<file path="config.mk">
export PLATFORM = sky130hd
export DESIGN_NAME = keypad_matrix_scan_debounce
export DESIGN_NICKNAME = d
export VERILOG_FILES = /design/src/hdl/kmsd_pkg.sv /design/src/hdl/keypad_matrix_scan_debounce.sv
export SDC_FILE = /design/constraint.sdc
export NUM_CORES = 2
export LEC_CHECK = 0
export ABC_AREA = 1
export CAP_MARGIN = 15
export CORE_MARGIN = 5
export CORE_UTILIZATION = 39
export CTS_CLUSTER_SIZE = 8
export DETAILED_ROUTE_END_ITERATION = 10
export DONT_BUFFER_PORTS = 1
export SLEW_MARGIN = 20
export SYNTH_ARGS = -nofsm -noshare
export SYNTH_HDL_FRONTEND = slang
export SYNTH_SLANG_ARGS = --single-unit
</file>
<file path="constraint.sdc">
create_clock -name clock -period 14.8 [get_ports clock]
set_input_delay 2.96 -clock clock [delete_from_list [all_inputs] [get_ports clock]]
set_output_delay 2.96 -clock clock [all_outputs]
set_load 0.02 [all_outputs]
</file>
<file path="src/hdl/kmsd_pkg.sv">
// ----------------------------------------------------------------------------
// kmsd_pkg
// Types and constants of the 3x4 keypad scanner with per-key debounce.
// ----------------------------------------------------------------------------
`timescale 1ns / 1ps

package kmsd_pkg;

   localparam int KEY_COUNT = 12;
   localparam int COL_COUNT = 3;
   localparam int ROW_COUNT = 4;
   localparam int DEB_BITS  = 16;
   localparam int KEY_IDX_BITS = $clog2(KEY_COUNT);

   typedef logic [KEY_COUNT-1:0]    key_vec_type;
   typedef logic [ROW_COUNT-1:0]    rows_type;
   typedef logic [DEB_BITS-1:0]     deb_type;
   typedef logic [KEY_IDX_BITS-1:0] key_idx_type;

   localparam deb_type DEBOUNCE_RESET = 16'd35;

   // Key number for each column and row.
   localparam key_idx_type KEY_MAP [COL_COUNT][ROW_COUNT] = '{
      '{4'd1, 4'd4, 4'd7, 4'd10},
      '{4'd2, 4'd5, 4'd8, 4'd0},
      '{4'd3, 4'd6, 4'd9, 4'd11}
   };

endpackage

</file>
<file path="src/hdl/keypad_matrix_scan_debounce.sv">
// ----------------------------------------------------------------------------
// keypad_matrix_scan_debounce
// Decodes one 3x4 keypad scan per transfer and debounces all twelve keys.
// ----------------------------------------------------------------------------
// Usage:
// Each transfer on the req_ channel is one complete keypad scan: the millisecond
// timestamp of the scan and, for each of the three columns, the active-low row
// levels seen while that column was driven low. Within a column only the
// lowest-numbered low row counts. Every scan produces exactly one transfer on
// the rsp_ channel with a pressed mask and a released mask, one bit per key.
// The csr_ channel writes the debounce time in milliseconds; it is always
// ready and must only be written while no scan is in flight.
// A scan passes two registers on its way to rsp_valid: the scan register,
// then the decode and debounce compare into the result register. Throughput
// is one scan per cycle while the receiver keeps up, set by the twelve
// parallel subtract-and-compare paths between those two registers.
// When the receiver stalls, the result register holds its value and the scan
// register still fills, so one more scan is taken before req_ready drops.
// Synchronous reset empties both registers, clears every key's raw sample,
// debounced level and change time to zero, and sets the debounce time to 35.
// ----------------------------------------------------------------------------
`timescale 1ns / 1ps

module keypad_matrix_scan_debounce #(
   parameter int TIME_BITS = 32
) (
   input  logic                   clock,
   input  logic                   reset,
   // Scan request channel.
   input  logic                   req_valid,
   output logic                   req_ready,
   input  logic [31:0]            req_now_ms,
   input  kmsd_pkg::rows_type     req_col0_rows,
   input  kmsd_pkg::rows_type     req_col1_rows,
   input  kmsd_pkg::rows_type     req_col2_rows,
   // Result channel.
   output logic                   rsp_valid,
   input  logic                   rsp_ready,
   output kmsd_pkg::key_vec_type  rsp_pressed_mask,
   output kmsd_pkg::key_vec_type  rsp_released_mask,
   // Debounce time register write channel.
   input  logic                   csr_valid,
   output logic                   csr_ready,
   input  kmsd_pkg::deb_type      csr_debounce_ms
);

   import kmsd_pkg::*;

   typedef logic [TIME_BITS-1:0] time_type;

   // Scan register.
   logic        scan_valid_ff, scan_valid_in;
   time_type    scan_now_ff;
   rows_type    scan_rows_ff [COL_COUNT];

   // Result register.
   logic        rsp_valid_ff, rsp_valid_in;
   key_vec_type pressed_ff, pressed_in;
   key_vec_type released_ff, released_in;

   // Debounce time register.
   deb_type     debounce_ff;

   // Per-key state.
   key_vec_type level_ff, level_in;
   key_vec_type prev_raw_ff;
   time_type    change_time_ff [KEY_COUNT];
   time_type    change_time_in [KEY_COUNT];

   // Working signals.
   logic        req_take;
   logic        scan_adv;
   key_vec_type raw_keys;
   time_type    elapsed [KEY_COUNT];
   logic        found;

   // The scan register moves on whenever the result register is empty or is
   // being emptied in this cycle, so a new scan can enter every cycle.
   assign scan_adv  = scan_valid_ff && (!rsp_valid_ff || rsp_ready);
   assign req_ready = !scan_valid_ff || scan_adv;
   assign req_take  = req_valid && req_ready;
   assign csr_ready = 1'b1;

   assign scan_valid_in = req_take || (scan_valid_ff && !scan_adv);
   assign rsp_valid_in  = scan_adv || (rsp_valid_ff && !rsp_ready);

   // Priority decode: the first low row of each column selects its key, the
   // other keys of that column read as released.
   always_comb begin
      raw_keys = '0;
      for (int c = 0; c < COL_COUNT; c++) begin
         found = 1'b0;
         for (int r = 0; r < ROW_COUNT; r++) begin
            if (!found && !scan_rows_ff[c][r]) begin
               raw_keys[KEY_MAP[c][r]] = 1'b1;
               found = 1'b1;
            end
         end
      end
   end

   // Debounce of all keys in parallel. A raw change restarts the key's timer,
   // which then reads zero elapsed time and so never passes the compare.
   always_comb begin
      level_in    = level_ff;
      pressed_in  = '0;
      released_in = '0;
      for (int k = 0; k < KEY_COUNT; k++) begin
         change_time_in[k] = (raw_keys[k] != prev_raw_ff[k]) ? scan_now_ff
                                                              : change_time_ff[k];
         elapsed[k] = scan_now_ff - change_time_in[k];
         if ((elapsed[k] > TIME_BITS'(debounce_ff)) && (raw_keys[k] != level_ff[k])) begin
            level_in[k] = raw_keys[k];
            if (raw_keys[k]) begin
               pressed_in[k] = 1'b1;
            end else begin
               released_in[k] = 1'b1;
            end
         end
      end
   end

   always_ff @(posedge clock) begin
      if (reset) begin
         scan_valid_ff <= 1'b0;
         rsp_valid_ff  <= 1'b0;
         debounce_ff   <= DEBOUNCE_RESET;
         level_ff      <= '0;
         prev_raw_ff   <= '0;
         for (int k = 0; k < KEY_COUNT; k++) begin
            change_time_ff[k] <= '0;
         end
      end else begin
         scan_valid_ff <= scan_valid_in;
         rsp_valid_ff  <= rsp_valid_in;
         if (csr_valid && csr_ready) begin
            debounce_ff <= csr_debounce_ms;
         end
         if (scan_adv) begin
            level_ff    <= level_in;
            prev_raw_ff <= raw_keys;
            for (int k = 0; k < KEY_COUNT; k++) begin
               change_time_ff[k] <= change_time_in[k];
            end
         end
      end
   end

   // Payload registers need no reset.
   always_ff @(posedge clock) begin
      if (req_take) begin
         scan_now_ff     <= TIME_BITS'(req_now_ms);
         scan_rows_ff[0] <= req_col0_rows;
         scan_rows_ff[1] <= req_col1_rows;
         scan_rows_ff[2] <= req_col2_rows;
      end
      if (scan_adv) begin
         pressed_ff  <= pressed_in;
         released_ff <= released_in;
      end
   end

   assign rsp_valid         = rsp_valid_ff;
   assign rsp_pressed_mask  = pressed_ff;
   assign rsp_released_mask = released_ff;

endmodule

</file>
Yosys cells after proc, flatten, opt, wreduce, memory -nomap -nowiden
Memories as Yosys holds them, arrays and structs flattened.
Cells that the tools add are included.
{ "totals": {"ff_bits": 98, "ram_bits": 396, "out_inout_bits": 27, "word_cells": 233, "n_memories": 2} }
{ "memory_table": {"columns": ["memory", "depth", "width", "rd", "rd_clocked_by_memory_dff", "write_ports", "line", "rtl"], "rows": [
  ["change_time_ff", 12, 32, 12, 0, 12, "keypad_matrix_scan_debounce.sv:67", "time_type change_time_ff [KEY_COUNT];"],
  ["scan_rows_ff", 3, 4, 3, 0, 3, "keypad_matrix_scan_debounce.sv:54", "rows_type scan_rows_ff [COL_COUNT];"]
]} }
{ "op_classes": {"add_sub_neg": 12, "magnitude_cmp": 12, "eq_ne": 24, "n_mux": 70, "n_bitwise": 12, "n_reduce_logical": 60} }
{ "op_table": {"columns": ["op", "count"], "rows": [
  ["32-bit 2-to-1 mux", 24],
  ["32-bit by 16-bit greater-than comparator with 1-bit output", 12],
  ["32-bit subtractor", 12],
  ["1-bit 2-to-1 mux", 46],
  ["1-bit logical AND", 25],
  ["1-bit inequality test", 24],
  ["2-bit AND reduction", 12],
  ["1-bit zero test", 19],
  ["1-bit OR", 12],
  ["1-bit logical OR", 4]
]} }

Depth between registers and ports, before layout
An unclocked memory read counts as a cell.
{ "depth": {"ltp_word": 16, "ltp_mapped": 38, "mapped_depth_nobuf": 36} }

Worst setup path after synthesis
OpenSTA, ideal clock, no wires.
{ "synth_timing": {"kind": "input port to flip-flop", "startpoint": "input port reset", "endpoint": "memory change_time_ff[0][0] (netlist name), enable pin", "arrival_time_ns": 14.029, "required_time_ns": 13.902, "setup_slack_ns": -0.128, "path_stages": 4, "n_path_buf": 2, "cell_sequence": "clkbuf_1 clkinv_1 nand2_1 clkbuf_1"} }
{ "synth_lines": {"columns": ["element", "line", "rtl"], "rows": [
  ["from (decl)", "keypad_matrix_scan_debounce.sv:28", "input logic reset,"],
  ["to (decl)", "keypad_matrix_scan_debounce.sv:67", null]
]} }

==> results.json <==
{
  "netlist_top_cells_count": "nand2_1, nor2_1, inv_1",
  "start_kind": "input pin",
  "multi_input_area_sq_um": 30600,
  "place.port_buffers": 0,
  "fill_cells": 12700,
  "dp_hpwl_mm": 130,
  "relSlewSlack_pct": 26.3,
  "finalPower_mw": 5.97,
  "required_ns": 15.08,
  "hold_viol": 0,
  "grt_max_degree": 168,
  "ys_seq_area_share_pct": 30.0,
  "synth_warnings": 0,
  "tns_ns": 0,
  "grt_pass1_wl_mm": 278,
  "outcome": "completed",
  "worstSkewPairLatency_ns": 0.69,
  "synth_edf_count": 452,
  "drc": 0,
  "cp_max_fo": 167,
  "cts_hold_buf": 0,
  "leakage_nw": 22.9,
  "layout-drive-gt1-share_pct": 4.73,
  "syn-cell-area_sq_um": 48100,
  "ctsHtreeMaxLevel": 3,
  "synth_area_leader_cell": "edfxtp_1",
  "synth_cells": 6788,
  "avgSynthCellArea_sq_um": 7.08,
  "synth-compound-area-share_pct": 16.4,
  "routed_via_density": 5.66,
  "setup_viol": 0,
  "muxShareOfSynthArea_pct": 0,
  "final_nets": 7413,
  "fmax_mhz": 159,
  "post-cts-setup-buffers": 0,
  "p_per_area_nw_per_um2": 114,
  "hold_depth": 2,
  "drt_first_pass_iters": 8,
  "clock_path_buffers": 3,
  "die-area_sq_um": 130000,
  "grt.overflow.total": 0,
  "wl_per_cell_um": 22.5,
  "gp_congestion": 0.967,
  "async_reset_ff_share_pct": 0,
  "cts.sinks": 494,
  "yosys_register_bits": 494,
  "die_w_um": 361,
  "yosys_most_used_dff": "edfxtp_1",
  "period_minus_slack_ns": 6.29,
  "crit_arrival_ns": 6.57,
  "antenna_found_initial": 20,
  "yosys.area_share.adder_pct": 14.8,
  "synth_xor_area_share_pct": 4.17,
  "reg2reg_depth": 22,
  "worstMarginPinSlew_ns": 1.11,
  "ctsRootBufferMaster": "clkbuf_16",
  "rows": 128,
  "ff_latch_area_sq_um": 14400,
  "fin_skew_ns": 0.0489,
  "core_sq_um": 122000,
  "initial_core_util_pct": 39.3,
  "syn2layout_area_growth_pct": 9.08,
  "path_clk_slew_ns": 0.05,
  "grt_usage_pct": 28.2,
  "synth_top_family_by_area": "simple AND/OR/NAND/NOR gates",
  "grt_pass1_vias": 43500,
  "hold_class": "register to register",
  "cts_tree": "yes",
  "synth_cell_types": 64,
  "die_y_um": 361,
  "peakVddDrop_mv": 0.0903,
  "drv_slew": 0,
  "vias": 48000,
  "drt_iter0_drc": 5511,
  "cp-end-kind": "register",
  "crit_type": "input pin to register",
  "cts_buffers": 75,
  "ios": 92,
  "ctsResizeCount": 0,
  "max_cap_violations": 0,
  "netlist.area_leader.share_pct": 28.2,
  "ant_nets": 0,
  "synth-simple-area-share_pct": 28.3,
  "synth_area_leaders": "edfxtp_1, ha_1, nand2_1, nor2_1, o21ai_0",
  "rsz0062_at_grt": "false",
  "hold_ws_ns": 0.462,
  "fin_crit_sh_pct": 42.5,
  "route.final.wire_length_mm": 191,
  "yosysMostFrequentCell": "nand2_1",
  "syn_nets": 7414
}
state kept, by name, summed over array words and instances (netlist names), 12 cells and up:
register           count
level_ff              12
rsp_pressed_mask      12
change_time_ff       384
rsp_released_mask     12
scan_rows_ff          12
scan_now_ff           32
prev_raw_ff           12
debounce_ff           16
area by class of cell:
| class | instances | share of cell area (%) |
|---|---|---|
| antenna | 13 | 0.0620 |
| clock buffer | 128 | 4.12 |
| clock inverter | 8 | 0.210 |
| inverter | 637 | 4.57 |
| multi-input combinational | 5493 | 58.4 |
| sequential | 494 | 27.5 |
| tap | 1625 | 3.88 |
| timing repair buffer | 86 | 1.26 |
worst paths after layout:
check / from / slack [ns] / end
setup / recovery: reset / 8.51 / change_time_ff[0][4]
hold / removal: debounce_ff[3] / 0.46 / debounce_ff[3]
setup reg to reg: scan_rows_ff[0][4] / 8.71 / level_ff[5]
hold reg to reg: debounce_ff[3] / 0.46 / debounce_ff[3]
cell usage in the layout (no fill, tap or decap), drive strengths merged, types with 21 or more instances in the layout:
cell type | Yosys | layout
a21o | 29 | 29
ha | 549 | 549
o21a | 33 | 33
nand2 | 1692 | 1692
nand3b | 36 | 36
nand3 | 324 | 324
nand4 | 70 | 70
clkbuf | 125 | 128
dfxtp | 42 | 42
nor3 | 121 | 121
xnor2 | 51 | 51
inv | 630 | 631
a31oi | 25 | 25
nor2 | 960 | 960
buf | 39 | 86
o21ai | 627 | 627
a21oi | 587 | 587
xor2 | 178 | 178
a211oi | 47 | 47
edfxtp | 452 | 452
o21bai | 23 | 23
a21boi | 21 | 21
power by group:
part	leakage (nW)	switching, mW	internal [mW]
registers	5.08	0.0362	1.64
logic	16.7	1.73	0.877
clock network	1.08	0.689	1.01
total	22.9	2.45	3.52
cells by family (layout without fill, tap and decap cells):
| family | Yosys count | in the layout |
|---|---|---|
| simple gates | 3248 | 3248 |
| compound gates | 1454 | 1454 |
| buf+inv | 801 | 859 |
| fa+ha+maj | 561 | 561 |
| flops | 494 | 494 |
| xor+xnor | 229 | 229 |
| other cells | 1 | 14 |
stage by stage:
stage	instance area [sq um]	instances	util, %	worst slack [ns]
5_1_grt	52400	8472	42.9	8.16
3_3_place_gp	50100	8335	41.0	8.02
6_report	52400	8484	42.9	8.51
2_1_floorplan	48100	6788	-	5.77
3_5_place_dp	50100	8335	41.0	8.02
4_1_cts	52400	8471	42.9	8.60
per-layer routing:
| metal | vias up | share of wire (%) | track usage, % |
|---|---|---|---|
| met5 | - | 0.018 | 0 |
| met3 | 343 | 12 | 7.15 |
| met2 | 2099 | 40 | 40.7 |
| met4 | 6 | 3.9 | 9.30 |
| met1 | 22400 | 45 | 40.9 |
| li1 | 23100 | - | - |
critical path, stage by stage:
cell and delay (ns):
clkinv_1 0.08, buf_4 0.29, nand2_4 0.42, buf_4 0.78, buf_12 0.66, buf_4 0.91
Note: power is estimated with default switching activity, not from simulation.
